**src/hw/rtl/fen_rec_pkg.sv**
```systemverilog
package fen_rec_pkg;

  // count parser phase
  typedef enum logic [1:0] {
    PH_LEAD  = 2'd0,
    PH_SIGN  = 2'd1,
    PH_DIGIT = 2'd2
  } num_phase_t;

  // field indexes within a record
  localparam logic [2:0] FLD_PLACE  = 3'd0;
  localparam logic [2:0] FLD_SIDE   = 3'd1;
  localparam logic [2:0] FLD_CASTLE = 3'd2;
  localparam logic [2:0] FLD_EP     = 3'd3;
  localparam logic [2:0] FLD_HALF   = 3'd4;
  localparam logic [2:0] FLD_FULL   = 3'd5;

  // character codes
  localparam logic [7:0] CH_TAB   = 8'h09;
  localparam logic [7:0] CH_CR    = 8'h0D;
  localparam logic [7:0] CH_SPACE = 8'h20;
  localparam logic [7:0] CH_PLUS  = 8'h2B;
  localparam logic [7:0] CH_DASH  = 8'h2D;
  localparam logic [7:0] CH_SLASH = 8'h2F;
  localparam logic [7:0] CH_0     = 8'h30;
  localparam logic [7:0] CH_1     = 8'h31;
  localparam logic [7:0] CH_3     = 8'h33;
  localparam logic [7:0] CH_6     = 8'h36;
  localparam logic [7:0] CH_8     = 8'h38;
  localparam logic [7:0] CH_9     = 8'h39;
  localparam logic [7:0] CH_K_UP  = 8'h4B;
  localparam logic [7:0] CH_Q_UP  = 8'h51;
  localparam logic [7:0] CH_A_LO  = 8'h61;
  localparam logic [7:0] CH_B_LO  = 8'h62;
  localparam logic [7:0] CH_H_LO  = 8'h68;
  localparam logic [7:0] CH_K_LO  = 8'h6B;
  localparam logic [7:0] CH_Q_LO  = 8'h71;
  localparam logic [7:0] CH_W_LO  = 8'h77;

  // board geometry
  localparam logic [3:0] SQ_PER_RANK = 4'd8;
  localparam logic [3:0] RANK_COUNT  = 4'd8;

  // count parser status toward the field checker
  typedef struct packed {
    logic char_bad;      // current byte is illegal at this point of the count
    logic cur_half_bad;  // halfmove check on the present state
    logic cur_full_bad;  // fullmove check on the present state
    logic nxt_half_bad;  // halfmove check after taking the current byte
    logic nxt_full_bad;  // fullmove check after taking the current byte
  } num_stat_t;

endpackage

```
**src/hw/rtl/fen_rec_count.sv**
```systemverilog
module fen_rec_count import fen_rec_pkg::*; (
  input  logic       clk,
  input  logic       rst_n,
  input  logic       num_en,
  input  logic       num_clr,
  input  logic [7:0] char_code,
  output num_stat_t  stat
);

  num_phase_t  phase_r, phase_nxt;
  logic        neg_r, neg_nxt;
  logic [30:0] mag_r, mag_nxt;
  logic        ovf_r, ovf_nxt;
  logic        is_digit;
  logic [34:0] prod;

  function automatic logic half_bad(num_phase_t ph, logic ovf, logic neg, logic [30:0] mag);
    return (ph != PH_DIGIT) || ovf || (neg && (mag != '0));
  endfunction

  function automatic logic full_bad(num_phase_t ph, logic ovf, logic neg, logic [30:0] mag);
    return (ph != PH_DIGIT) || ovf || neg || (mag == '0);
  endfunction

  // magnitude * 10 + digit, as two shifts and two adds
  assign is_digit = (char_code >= CH_0) && (char_code <= CH_9);
  assign prod = ({4'b0, mag_r} << 3) + ({4'b0, mag_r} << 1) + {31'b0, char_code[3:0]};

  // stoi-like parse: whitespace, sign, digits
  always_comb begin
    phase_nxt     = phase_r;
    neg_nxt       = neg_r;
    mag_nxt       = mag_r;
    ovf_nxt       = ovf_r;
    stat.char_bad = 1'b0;
    if (phase_r == PH_LEAD && (char_code inside {[CH_TAB:CH_CR]})) begin
      phase_nxt = phase_r;
    end else if (phase_r == PH_LEAD && (char_code == CH_PLUS || char_code == CH_DASH)) begin
      neg_nxt   = (char_code == CH_DASH);
      phase_nxt = PH_SIGN;
    end else if (!is_digit) begin
      stat.char_bad = 1'b1;
    end else begin
      phase_nxt = PH_DIGIT;
      if (!ovf_r) begin
        if (prod[34:31] != 4'd0) begin
          ovf_nxt = 1'b1;
        end else begin
          mag_nxt = prod[30:0];
        end
      end
    end
    stat.cur_half_bad = half_bad(phase_r, ovf_r, neg_r, mag_r);
    stat.cur_full_bad = full_bad(phase_r, ovf_r, neg_r, mag_r);
    stat.nxt_half_bad = half_bad(phase_nxt, ovf_nxt, neg_nxt, mag_nxt);
    stat.nxt_full_bad = full_bad(phase_nxt, ovf_nxt, neg_nxt, mag_nxt);
  end

  // parser state; cleared at each field boundary
  always_ff @(posedge clk) begin
    if (!rst_n || num_clr) begin
      phase_r <= PH_LEAD;
      neg_r   <= 1'b0;
      mag_r   <= '0;
      ovf_r   <= 1'b0;
    end else if (num_en) begin
      phase_r <= phase_nxt;
      neg_r   <= neg_nxt;
      mag_r   <= mag_nxt;
      ovf_r   <= ovf_nxt;
    end
  end

endmodule

```
**src/hw/rtl/fen_rec_fsm.sv**
```systemverilog
module fen_rec_fsm import fen_rec_pkg::*; (
  input  logic       clk,
  input  logic       rst_n,
  input  logic       step,
  input  logic [7:0] char_code,
  input  logic       final_char,
  output logic       verdict
);

  logic [2:0] field_number_r;
  logic [1:0] chars_in_field_r, cif_fc;
  logic [7:0] field_first_char_r, ffc_fc;
  logic [3:0] rank_number_r, rank_fc;
  logic [3:0] squares_in_rank_r, sq_fc;
  logic [3:0] rights_seen_r, rights_fc;
  logic       record_failed_r, failed_nxt;

  logic       is_space, active, num_en, num_clr;
  logic       char_fail, is_piece, is_num18;
  logic [3:0] add, bit_sel;
  logic [4:0] sum;
  num_stat_t  nstat;

  function automatic logic end_bad(logic [2:0] fn, logic [1:0] cif, logic [7:0] ffc,
                                   logic [3:0] rank, logic [3:0] sq,
                                   logic hbad, logic fbad);
    logic bad;
    case (fn)
      FLD_PLACE: begin
        // a trailing slash already closed the last rank
        if (cif != 2'd0 && sq == 4'd0) bad = (rank != RANK_COUNT);
        else bad = (sq != SQ_PER_RANK) || (rank != RANK_COUNT - 4'd1);
      end
      FLD_SIDE:   bad = (cif != 2'd1) || (ffc != CH_W_LO && ffc != CH_B_LO);
      FLD_CASTLE: bad = 1'b0;
      FLD_EP:     bad = (cif == 2'd1) ? (ffc != CH_DASH) : (cif != 2'd2);
      FLD_HALF:   bad = hbad;
      default:    bad = fbad;
    endcase
    return bad;
  endfunction

  fen_rec_count u_count (
    .clk       (clk),
    .rst_n     (rst_n),
    .num_en    (num_en),
    .num_clr   (num_clr),
    .char_code (char_code),
    .stat      (nstat)
  );

  assign is_space = (char_code == CH_SPACE);
  assign active   = step && !record_failed_r;
  assign num_en   = active && !is_space && (field_number_r >= FLD_HALF);
  assign num_clr  = step && (final_char || (!record_failed_r && is_space));

  // per-character field checks
  always_comb begin
    cif_fc    = (chars_in_field_r == 2'd3) ? 2'd3 : chars_in_field_r + 2'd1;
    ffc_fc    = (chars_in_field_r == 2'd0) ? char_code : field_first_char_r;
    rank_fc   = rank_number_r;
    sq_fc     = squares_in_rank_r;
    rights_fc = rights_seen_r;
    char_fail = 1'b0;
    is_piece  = char_code inside {8'h70, 8'h6E, 8'h62, 8'h72, 8'h71, 8'h6B,
                                  8'h50, 8'h4E, 8'h42, 8'h52, 8'h51, 8'h4B};
    is_num18  = (char_code >= CH_1) && (char_code <= CH_8);
    add       = is_num18 ? char_code[3:0] : 4'd1;
    sum       = {1'b0, squares_in_rank_r} + {1'b0, add};
    bit_sel   = 4'd0;
    case (field_number_r)
      FLD_PLACE: begin
        if (char_code == CH_SLASH) begin
          if (squares_in_rank_r != SQ_PER_RANK || rank_number_r >= RANK_COUNT) begin
            char_fail = 1'b1;
          end else begin
            rank_fc = rank_number_r + 4'd1;
          end
          sq_fc = 4'd0;
        end else if (!is_num18 && !is_piece) begin
          char_fail = 1'b1;
        end else if (sum > {1'b0, SQ_PER_RANK}) begin
          char_fail = 1'b1;
        end else begin
          sq_fc = sum[3:0];
        end
      end
      FLD_SIDE: begin
        char_fail = 1'b0;
      end
      FLD_CASTLE: begin
        if (char_code == CH_DASH) begin
          char_fail = (chars_in_field_r != 2'd0);
        end else begin
          case (char_code)
            CH_K_UP: bit_sel = 4'b0001;
            CH_Q_UP: bit_sel = 4'b0010;
            CH_K_LO: bit_sel = 4'b0100;
            CH_Q_LO: bit_sel = 4'b1000;
            default: bit_sel = 4'b0000;
          endcase
          if (bit_sel == 4'd0 || (rights_seen_r & bit_sel) != 4'd0 ||
              (chars_in_field_r != 2'd0 && field_first_char_r == CH_DASH)) begin
            char_fail = 1'b1;
          end else begin
            rights_fc = rights_seen_r | bit_sel;
          end
        end
      end
      FLD_EP: begin
        if (chars_in_field_r == 2'd1) begin
          char_fail = (field_first_char_r < CH_A_LO) || (field_first_char_r > CH_H_LO) ||
                      (char_code != CH_3 && char_code != CH_6);
        end else if (chars_in_field_r >= 2'd2) begin
          char_fail = 1'b1;
        end
      end
      default: char_fail = nstat.char_bad;
    endcase
  end

  // record verdict after this byte
  always_comb begin
    failed_nxt = record_failed_r;
    if (active) begin
      if (is_space) begin
        failed_nxt = end_bad(field_number_r, chars_in_field_r, field_first_char_r,
                             rank_number_r, squares_in_rank_r,
                             nstat.cur_half_bad, nstat.cur_full_bad) |
                     ((field_number_r >= FLD_FULL) ? !final_char : final_char);
      end else begin
        failed_nxt = char_fail |
                     (final_char & (end_bad(field_number_r, cif_fc, ffc_fc, rank_fc, sq_fc,
                                            nstat.nxt_half_bad, nstat.nxt_full_bad) |
                                    (field_number_r != FLD_FULL)));
      end
    end
    verdict = !failed_nxt;
  end

  // field state; everything clears after the final byte
  always_ff @(posedge clk) begin
    if (!rst_n || (step && final_char)) begin
      field_number_r     <= FLD_PLACE;
      chars_in_field_r   <= 2'd0;
      field_first_char_r <= 8'd0;
      rank_number_r      <= 4'd0;
      squares_in_rank_r  <= 4'd0;
      rights_seen_r      <= 4'd0;
      record_failed_r    <= 1'b0;
    end else if (active) begin
      record_failed_r <= failed_nxt;
      if (is_space) begin
        if (field_number_r < FLD_FULL) field_number_r <= field_number_r + 3'd1;
        chars_in_field_r   <= 2'd0;
        field_first_char_r <= 8'd0;
        rank_number_r      <= 4'd0;
        squares_in_rank_r  <= 4'd0;
        rights_seen_r      <= 4'd0;
      end else begin
        chars_in_field_r   <= cif_fc;
        field_first_char_r <= ffc_fc;
        rank_number_r      <= rank_fc;
        squares_in_rank_r  <= sq_fc;
        rights_seen_r      <= rights_fc;
      end
    end
  end

endmodule

```
**src/hw/rtl/fen_record_validator.sv**
```systemverilog
// FEN record validator: takes one byte of chess position text per cycle while
// in_ready is high and, on the byte flagged by in_final_char, returns one result
// saying whether the whole record was a valid FEN (six fields, eight ranks of
// eight squares, side, castling, en passant, halfmove >= 0, fullmove >= 1). Bytes
// that are not final give no result. The final byte passes from the input
// register through the combinational field checker, whose verdict loads the
// result register. A waiting verdict only stalls the next final byte, not
// ordinary bytes.
module fen_record_validator import fen_rec_pkg::*; (
  input  logic       clk,
  input  logic       rst_n,
  input  logic       in_valid,
  output logic       in_ready,
  input  logic [7:0] in_char_code,
  input  logic       in_final_char,
  output logic       out_valid,
  input  logic       out_ready,
  output logic       out_record_valid
);

  logic       s1_valid_r;
  logic [7:0] s1_char_r;
  logic       s1_final_r;
  logic       out_valid_r;
  logic       out_record_valid_r;
  logic       proc;
  logic       verdict;

  // a byte moves on unless it is final and the result slot is still full
  assign proc     = s1_valid_r && (!s1_final_r || !out_valid_r || out_ready);
  assign in_ready = !s1_valid_r || proc;

  // input register
  always_ff @(posedge clk) begin
    if (!rst_n) begin
      s1_valid_r <= 1'b0;
    end else if (in_ready) begin
      s1_valid_r <= in_valid;
    end
  end

  always_ff @(posedge clk) begin
    if (in_valid && in_ready) begin
      s1_char_r  <= in_char_code;
      s1_final_r <= in_final_char;
    end
  end

  fen_rec_fsm u_fsm (
    .clk        (clk),
    .rst_n      (rst_n),
    .step       (proc),
    .char_code  (s1_char_r),
    .final_char (s1_final_r),
    .verdict    (verdict)
  );

  // result register
  always_ff @(posedge clk) begin
    if (!rst_n) begin
      out_valid_r <= 1'b0;
    end else if (proc && s1_final_r) begin
      out_valid_r <= 1'b1;
    end else if (out_ready) begin
      out_valid_r <= 1'b0;
    end
  end

  always_ff @(posedge clk) begin
    if (proc && s1_final_r) begin
      out_record_valid_r <= verdict;
    end
  end

  assign out_valid        = out_valid_r;
  assign out_record_valid = out_record_valid_r;

endmodule
```
**config.mk**
```make
export PLATFORM = sky130hd
export DESIGN_NAME = fen_record_validator
export DESIGN_NICKNAME = d
export VERILOG_FILES = /design/src/hw/rtl/fen_rec_pkg.sv /design/src/hw/rtl/fen_rec_count.sv /design/src/hw/rtl/fen_rec_fsm.sv /design/src/hw/rtl/fen_record_validator.sv
export SDC_FILE = /design/constraint.sdc
export NUM_CORES = 1
export LEC_CHECK = 0
export BUFFER_PORTS_ARGS = -buffer_cell sky130_fd_sc_hd__buf_2
export CAP_MARGIN = 15
export CORE_MARGIN = 10
export CORE_UTILIZATION = 58
export DETAILED_ROUTE_END_ITERATION = 7
export PLACE_DENSITY = 0.81
export SYNTH_ARGS = -nofsm -noshare
export SYNTH_HDL_FRONTEND = slang
export SYNTH_SLANG_ARGS = --single-unit
export TNS_END_PERCENT = 50
```
**constraint.sdc**
```tcl
create_clock -name clk -period 4.4 [get_ports clk]
set_clock_uncertainty 0.15 [all_clocks]
set_input_delay 0.22 -clock clk [delete_from_list [all_inputs] [get_ports clk]]
set_output_delay 0.22 -clock clk [all_outputs]
set_load 0.02 [all_outputs]
```
# Word-level counts from Yosys, hierarchy flattened
# Index checks and enable logic that the tools add are counted.
# Widths: inputs -> output; s select.
# classes
n_lt_le_gt_ge	14
reduce_logical	74
n_eq_ne	47
n_bitwise	6
add_sub_neg	6
muxes	63
# op_table
cell	count
$mux 31	5
$eq 8x7->1 const B	12
$mux 4	16
$logic_not 31->1	2
$reduce_bool 31->1	2
$eq 8x6->1 const B	5
$add 34x32->35	1
$add 35x4->35	1
$ne 8x6->1 const B	4
$ne 8x7->1 const B	4
$mux 1	31
$logic_or 1x1->1	24
$logic_and 1x1->1	22
$ge 8x6->1 const B	2
$le 8x6->1 const B	2
$mux 8	2
$ne 4x4->1 const B	4
$pmux 4 s4	1
$logic_not 4->1	3
$reduce_bool 12->1	1
$mux 2	5
$pmux 1 s5	2
$logic_not 1->1	9
$ge 8x4->1 const B	1
32 further kinds	49
# totals
elab_cells	226
regBits	73
out_inout_bits	3

# Logic depth before layout (Yosys ltp)
# Gate-level depths: netlist of run 1.
# depth
word_depth	21
mapped_depth	17
mapped_depth_nobuf	16

# Hierarchy
# A second synthesis of run 1 with hierarchy kept.
# hier_totals
cells_unflattened	813
hier_area_um2	6552.5
# by_module_without_submodules
mod	cells_per_inst	instances	area_per_inst_um2
fen_rec_count	534	1	4081.4
fen_rec_fsm	257	1	2053.2
fen_record_validator	22	1	417.9

# Worst setup path before layout of run 1
# No wires, ideal clock.
# synth_path
path_kind	register to register
from	reg s1_char_r[3]
to	reg out_record_valid_r, in the netlist out_record_valid (data pin)
setup_time_ps	260
arrival_ps	4329
period_less_slack_ps	4739
path_slack_ps	-339
stages_incl_launch_ff	16
path_cell_list	edfxtp_1 -> clkbuf_1 -> inv_1 -> fa_1 -> inv_1 -> fa_1 -> a211oi_2 -> o211ai_2 -> a41oi_4 -> a21oi_2 -> xor2_1 -> or3_1 -> or4_1 -> or4_1 -> a21boi_1 -> o31ai_2
# synth_between
elab_chain_cells	21
word_cells_on_any_way	111
# synth_lines
item	line_no	source
from (decl)	fen_record_validator.sv:22	logic [7:0] s1_char_r;
from (signal assigned)	fen_record_validator.sv:44	s1_char_r <= in_char_code;
$ge 8x6->1 / $le 8x6->1 (equally long branches)	fen_rec_fsm.sv:67	is_num18 = (char_code >= CH_1) && (char_code <= CH_8);
$logic_and 1x1->1	fen_rec_fsm.sv:67	
$mux 4	fen_rec_fsm.sv:68	add = is_num18 ? char_code[3:0] : 4'd1;
$add 4x4->5	fen_rec_fsm.sv:69	sum = {1'b0, squares_in_rank_r} + {1'b0, add};
$gt 5x4->1	fen_rec_fsm.sv:82	end else if (sum > {1'b0, SQ_PER_RANK}) begin
$mux 4	fen_rec_fsm.sv:82	
$mux 4	fen_rec_fsm.sv:80	end else if (!is_num18 && !is_piece) begin
$mux 4	fen_rec_fsm.sv:73	if (char_code == CH_SLASH) begin
(+6 left out)	n/a	
$mux 1	fen_rec_fsm.sv:125	if (active) begin
$or 1x1->1	fen_rec_fsm.sv:134	nstat.nxt_half_bad, nstat.nxt_full_bad) |
$and 1x1->1	fen_rec_fsm.sv:133	(final_char & (end_bad(field_number_r, cif_fc, ffc_fc, rank_fc, sq_fc,
$or 1x1->1	fen_rec_fsm.sv:132	failed_nxt = char_fail |
$mux 1 (*)	fen_rec_fsm.sv:126	if (is_space) begin
$mux 1 (*)	fen_rec_fsm.sv:125	
$logic_not 1->1 (*)	fen_rec_fsm.sv:138	verdict = !failed_nxt;
via u_fsm.verdict	fen_rec_fsm.sv:7	output logic verdict
to (signal assigned)	fen_record_validator.sv:71	out_record_valid_r <= verdict;
to (decl)	fen_record_validator.sv:25	logic out_record_valid_r;
# Mark *: on every way through the listed nets, which the timed path passes. The rest lies on a longest branch. The select of a mux whose other input is x is not followed.
# A chain may end at the register's enable or synchronous reset.

# Worst setup path after layout of run 1
# layout_path
from	reg s1_char_r[2]
to	reg out_record_valid_r, in the netlist out_record_valid (data pin)
# The elaborated chain is that of the path after synthesis.

==> impl_metrics.ini, run 1 <==
[yosys]
post_syn_area_um2 = 6100
ys_async_sr_fraction_pct = 0
postSynth.topFlopCell = sky130_fd_sc_hd__dfxtp_1
synth_enable_flop_cells = 10
synth_net_count = 875
synthCells = 787
synthesis.area_per_instance_um2 = 7.750
yosysWarningCount = 0
synthDistinctLibCells = 70
synth_sequential_area_ratio_pct = 25.60
ys_seq_elements = 73

[timing]
final_hold_viol_count = 0
finalHoldWorstSlack_ns = 0.1100
rsz0062_at_grt = yes
report.final.slew_viol_count = 0
tightest_slew_ns = 0.8727
count_of_final_setup_violators = 1
setup_slack_ns = -0.02645
slew-limit-headroom_pct = 41.82
min_period_over_period_pct = 100.6
timing.fmax_ghz = 0.2259
final_period_minus_worst_setup_slack_ns = 4.426

[setup_path]
arrival_ns = 4.47
crit_slowest_cell = sky130_fd_sc_hd__or3b_2
crit_path_max_incr_delay_ns = 0.45
crit_family = compound AO/OA/AOI/OAI gates
reg2reg_from = s1_char_r[2]
path_class = reg -> reg
regToRegSetupSlack_ns = -0.03
critical_path.max_fanout = 9
startpoint_type = flip-flop
cp_data_required_time_ns = 4.45
crit_path_frequent_cell = sky130_fd_sc_hd__xnor2_1
critical_path.endpoint_type = flip-flop
path_buf_inv = 2
timing.critical_path.from = s1_char_r[2]
crit_path_cell_trace = buf_4 -> nor3_2 -> xnor2_1 -> nand3_1 -> or2_2 -> ha_1 -> inv_1 -> fa_1 -> xnor2_1 -> or3b_2 -> a221o_1 -> a21oi_1 -> o21bai_1 -> o21ai_0 -> a311oi_2 -> o211ai_1 -> o31ai_4

[clocking]
ctsLongestPathBuffers = 2
worst_setup_hold_path_clk_slew_ns = 0.08
cts_num_sinks = 73
tritoncts.num_buffers = 9
tritoncts = built
clock_latency_ns = 0.36
cts_root_buf = sky130_fd_sc_hd__clkbuf_8
cts_max_level = 3

[routing]
drt-initial-drc-count = 611
finalWirelength_um = 17810
tritonroute_pass_1_iters = 5
ant_nets = 0
detail_route.vias_per_cell = 6.392
detail_route.drc_violations = 0
drt-wirelength-per-cell_um = 18.21
dr_total_vias = 6251

[run_status]
outcome = finished, violations left
violations = setup timing

[flow_run]
drv_cap = 0

[pwr]
irDropWorstVdd_v = 0.0001217
power_total_mw = 1.352
power-per-cell-area_nw_per_um2 = 191.5
p_leak_nw = 3.004

[global_route]
grt_remaining_overflow = 0
grt_antenna_before_repair = 1
grt_first_pass_wirelength_um = 29250
first_global_vias = 5967
grtUsageTotal_pct = 23.45
grt_max_degree = 31

[cells_and_area]
post_layout_nonfiller_instances = 978
area.sequential_um2 = 1562
nFillCells = 829
layout_commonest_cell = sky130_fd_sc_hd__nand2_1
multi_input_area_um2 = 4383
syn2layout_area_growth_pct = 15.75
layout-drive-gt1-share_pct = 14.51
stdcell_area_um2 = 7061
final_net_count = 924
layout_common_cells = sky130_fd_sc_hd__nand2_1 (92), sky130_fd_sc_hd__a21oi_1 (78), sky130_fd_sc_hd__nor2_1 (75)

[floorplan]
floorplan.core_area_um2 = 10280
initial_core_util_pct = 59.35
fp-row-count = 37
chipWidth_um = 122.6
io-pin-count = 16
floorplan.die_area_um2 = 15020
floorplan.die.height_um = 122.6

[placement]
dpl_cell_area_um2 = 6499
dp_slack_ns = -0.06005
place.port_buffers = 15
placedCellCount = 936
globalplace.congestion = 0.9265
dpl.hpwl_um = 13130

[hold_path]
hp-start = out_ready
worstHoldPathType = in -> reg
[final cells by class]
class                           count  share of cell area, %
Antenna cell                        1                0.03544
Tap cell                          136                  2.410
Clock buffer                        9                  1.754
Sequential cell                    73                  22.12
Clock inverter                      7                 0.9924
Timing Repair Buffer               77                  8.861
Multi-Input combinational cell    642                  62.08
Inverter                           33                  1.754
[power by group]
part           switching (mW)  internal [mW]
logic                  0.0614         0.0441
registers              0.0136          0.687
clock network           0.284          0.262
[worst reg2reg max path, stage by stage, from the launching register on]
cell and delay [ns]:
sky130_fd_sc_hd__edfxtp_1 0.42, sky130_fd_sc_hd__buf_4 0.20, sky130_fd_sc_hd__nor3_2 0.19, sky130_fd_sc_hd__xnor2_1 0.15, sky130_fd_sc_hd__nand3_1 0.15, sky130_fd_sc_hd__or2_2 0.33
sky130_fd_sc_hd__ha_1 0.20, sky130_fd_sc_hd__inv_1 0.07, sky130_fd_sc_hd__fa_1 0.21, sky130_fd_sc_hd__xnor2_1 0.09, sky130_fd_sc_hd__or3b_2 0.45, sky130_fd_sc_hd__a221o_1 0.34
sky130_fd_sc_hd__a21oi_1 0.21, sky130_fd_sc_hd__o21bai_1 0.19, sky130_fd_sc_hd__o21ai_0 0.15, sky130_fd_sc_hd__a311oi_2 0.35, sky130_fd_sc_hd__o211ai_1 0.19, sky130_fd_sc_hd__o31ai_4 0.23
[synth_stat cells, drive strengths merged, types with 11 or more instances]
| cell | number | area [um^2] |
|---|---|---|
| nand3 | 22 | 110.1 |
| ha | 72 | 900.9 |
| nor3 | 26 | 135.1 |
| o211ai | 13 | 107.6 |
| a21oi | 86 | 449.2 |
| o21ai | 35 | 178.9 |
| nor2 | 76 | 285.3 |
| dfxtp | 63 | 1261 |
| clkbuf | 36 | 135.1 |
| nand2 | 92 | 345.3 |
| and3 | 12 | 75.07 |
| a31oi | 12 | 75.07 |
| inv | 33 | 123.9 |
| nor4 | 19 | 118.9 |
| xnor2 | 11 | 96.34 |
| a22oi | 11 | 82.58 |
| nor2b | 13 | 81.33 |
| xor2 | 13 | 113.9 |
[metal layers]
metal	global-route usage, %	share of wire (%)	wire length [um]	vias up
li1	-	-	-	2998
met1	30.61	43	7637	2902
met2	37.85	46	8152	302
met3	3.949	8.2	1464	49
met4	9.205	3.1	558	0
met5	0	0	0	-
[stage by stage]
stage / utilization [%] / setup TNS, ns
2_1_floorplan: - / 0
3_3_place_gp: 63.23 / 0
3_5_place_dp: 63.23 / -0.06005
4_1_cts: 67.07 / 0
5_1_grt: 68.70 / -0.1667
6_report: 68.70 / -0.02645
[cells by family (layout without fill, tap and decap cells)]
| group | Yosys count | count (layout) | synth area share (%) |
|---|---|---|---|
| adder cells (fa/ha/maj) | 75 | 75 | 15.75 |
| AO/OA/AOI/OAI | 212 | 212 | 22.85 |
| buffers and inverters | 72 | 126 | 4.595 |
| flip-flops | 73 | 73 | 25.60 |
| other | 0 | 1 | 0 |
| multiplexers | 11 | 11 | 1.826 |
| XOR/XNOR | 24 | 24 | 3.446 |
| AND/OR/NAND/NOR | 320 | 320 | 25.93 |
[flip-flops by register name (all words and copies together) (netlist names), named ones only]
| register | flops |
|---|---|
| out_record_valid | 1 |
| out_valid | 1 |
| s1_char_r | 8 |
| s1_final_r | 1 |
| s1_valid_r | 1 |
| u_fsm.chars_in_field_r | 2 |
| u_fsm.field_first_char_r | 8 |
| u_fsm.field_number_r | 3 |
| u_fsm.rank_number_r | 4 |
| u_fsm.rights_seen_r | 4 |
| u_fsm.squares_in_rank_r | 4 |
| u_fsm.u_count.mag_r | 31 |
| u_fsm.u_count.neg_r | 1 |
| u_fsm.u_count.ovf_r | 1 |
| u_fsm.u_count.phase_r | 2 |
[repair_timing]
item | CTS | global route
setup endpoints to repair | 1 | 33
gates cloned | 0 | 2
pin swaps | 11 | 9
buffers inserted | 7 | 4
endpoints found under the hold margin | 11 | 0
hold buffers | 11 | 0
gates resized for setup | 6 | 22
[worst paths after layout]
check	endpoint	cells after the start
setup / recovery	out_record_valid	17
hold / removal	s1_valid_r	4
setup reg to reg	out_record_valid	17
hold reg to reg	u_fsm.rights_seen_r[1]	2
Note: power is estimated with default switching activity, not from simulation.
==> run 2, diff against run 1 <==
--- a/config.mk
+++ b/config.mk
@@ -7,7 +7,7 @@
 export LEC_CHECK = 0
 export BUFFER_PORTS_ARGS = -buffer_cell sky130_fd_sc_hd__buf_2
 export CAP_MARGIN = 15
-export CORE_MARGIN = 10
+export CORE_MARGIN = 1.5
 export CORE_UTILIZATION = 58
 export DETAILED_ROUTE_END_ITERATION = 7
 export PLACE_DENSITY = 0.81
==> impl_metrics.ini, run 2 (synthesis gave the netlist of run 1 again) <==
[run_status]
outcome = finished clean

[floorplan]
io-pin-count = 16
floorplan.die.height_um = 105.6
initial_core_util_pct = 59.35
chipWidth_um = 105.6
floorplan.core_area_um2 = 10280
fp-row-count = 37
floorplan.die_area_um2 = 11140

[setup_path]
crit_family = compound AO/OA/AOI/OAI gates
critical_path.endpoint_type = flip-flop
startpoint_type = flip-flop
arrival_ns = 4.40
critical_path.max_fanout = 5
crit_slowest_cell = sky130_fd_sc_hd__or4_4
path_buf_inv = 3
path_class = reg -> reg
cp_data_required_time_ns = 4.47
crit_path_max_incr_delay_ns = 0.53
crit_path_cell_trace = inv_2 -> fa_1 -> inv_1 -> ha_1 -> o211ai_1 -> o211ai_2 -> buf_4 -> a221oi_4 -> a21oi_4 -> mux2i_2 -> o2111ai_1 -> or4_1 -> or4_4 -> and3_4 -> o31ai_2

[timing]
tightest_slew_ns = 0.7309
slew-limit-headroom_pct = 50.58
setup_slack_ns = 0.06345
final_hold_viol_count = 0
final_period_minus_worst_setup_slack_ns = 4.337
report.final.slew_viol_count = 0
final_tns_setup_ns = 0
count_of_final_setup_violators = 0
timing.fmax_ghz = 0.2306
rsz0062_at_grt = yes
min_period_over_period_pct = 98.56

[global_route]
first_global_vias = 5836
grt_max_degree = 40
grtUsageTotal_pct = 30.99
grt_remaining_overflow = 0
grt_first_pass_wirelength_um = 28010
grt_antenna_before_repair = 0

[clocking]
cts_max_level = 3
cts_num_sinks = 73
worst_setup_hold_path_clk_slew_ns = 0.09
tritoncts = built
tritoncts.num_buffers = 9
cts_root_buf = sky130_fd_sc_hd__clkbuf_8
ctsLongestPathBuffers = 2
clock_latency_ns = 0.38

[placement]
place.port_buffers = 15
placedCellCount = 935
dp_slack_ns = -0.04449
globalplace.congestion = 0.9598
dpl_cell_area_um2 = 6479
dpl.hpwl_um = 12610

[routing]
ant_nets = 0
finalWirelength_um = 17270
tritonroute_pass_1_iters = 5
drt-initial-drc-count = 588
detail_route.vias_per_cell = 6.466
dr_total_vias = 6285
detail_route.drc_violations = 0
drt-wirelength-per-cell_um = 17.77

[pwr]
sw_frac_of_total_pct = 26.54
p_leak_nw = 2.961
p_seq_share_pct = 51.0
combinational_share_of_power_pct = 7.4
power-per-cell-area_nw_per_um2 = 196.7
power_total_mw = 1.373
power.share.clock_pct = 41.6
internal_power_mw = 1.009
irDropWorstVdd_v = 0.0001507
net-switching-power_uw = 364.4

[cells_and_area]
largestRegisters = u_fsm.u_count.mag_r: 31 flops, s1_char_r: 8 flops, u_fsm.field_first_char_r: 8 flops
largest_reg_flops = 31
layout-drive-gt1-share_pct = 13.88
layout_commonest_cell = sky130_fd_sc_hd__nand2_1
nFillCells = 831
multi_input_area_um2 = 4373
post_layout_nonfiller_instances = 972
registers.top_by_ff_count = u_fsm.u_count.mag_r
stdcell_area_um2 = 6980
final_net_count = 919
syn2layout_area_growth_pct = 14.44
antenna-diode-count = 0
area.sequential_um2 = 1563
layout_common_cells = sky130_fd_sc_hd__nand2_1 (92), sky130_fd_sc_hd__a21oi_1 (79), sky130_fd_sc_hd__nor2_1 (76)

[flow_run]
drv_cap = 0

[hold_path]
worstHoldPathType = in -> reg
-- run 2: power by group through the flow --
| stage | registers [mW] | logic [mW] | clock network, mW |
|---|---|---|---|
| 6_report | 0.701 | 0.101 | 0.571 |
| 5_1_grt | 0.702 | 0.109 | 0.601 |
| 4_1_cts | 0.700 | 0.0970 | 0.569 |
| 3_5_place_dp | 0.715 | 0.0880 | 0 |
| 3_3_place_gp | 0.714 | 0.0846 | 0 |
| 2_1_floorplan | 0.709 | 0.0631 | 0 |
-- run 2: metal layers --
metal	wire [um]	GRT usage, %	part of all wire [%]	vias up
li1	-	-	-	2985
met1	7368	41.76	43	2931
met2	8012	51.03	46	315
met3	1354	3.587	7.8	54
met4	538	11.68	3.1	0
met5	0	0	0	-
-- run 2: metrics by stage --
step	utilization, %	hold slack (ns)
finish	67.92	0.08583
global route	67.92	0.1017
detailed placement	63.04	0.2484
CTS	66.67	0.08751
global placement	63.04	0.2465
floorplan	-	0.1689
-- run 2: tightest hold or removal path: stages --
cell,delay (ns)
sky130_fd_sc_hd__buf_2,0.07
sky130_fd_sc_hd__nor2b_1,0.08
sky130_fd_sc_hd__a21oi_1,0.13
sky130_fd_sc_hd__nor2b_1,0.05
-- run 2: layout make-up --
type,count,share of cell area [%]
tap,136,2.438
sequential,73,22.39
multi-input combinational,642,62.65
timing repair buffer,72,7.833
clock inverter,6,0.9500
inverter,33,1.775
clock buffer,10,1.972
-- run 2: what timing repair did --
item,CTS,global route
setup endpoints to repair,1,6
pin swaps,9,14
resized for setup,6,17
setup buffers,2,8
hold endpoints to repair,11,0
gates cloned,0,0
hold buffers,11,0
-- run 2: worst paths after layout --
kind	from	endpoint	slack (ns)	cells past startpoint
setup / recovery	s1_char_r[3]	out_record_valid	0.06	15
hold / removal	out_ready	out_valid	0.09	4
setup reg to reg	s1_char_r[3]	out_record_valid	0.06	15
hold reg to reg	u_fsm.rights_seen_r[0]	u_fsm.rights_seen_r[0]	0.33	2
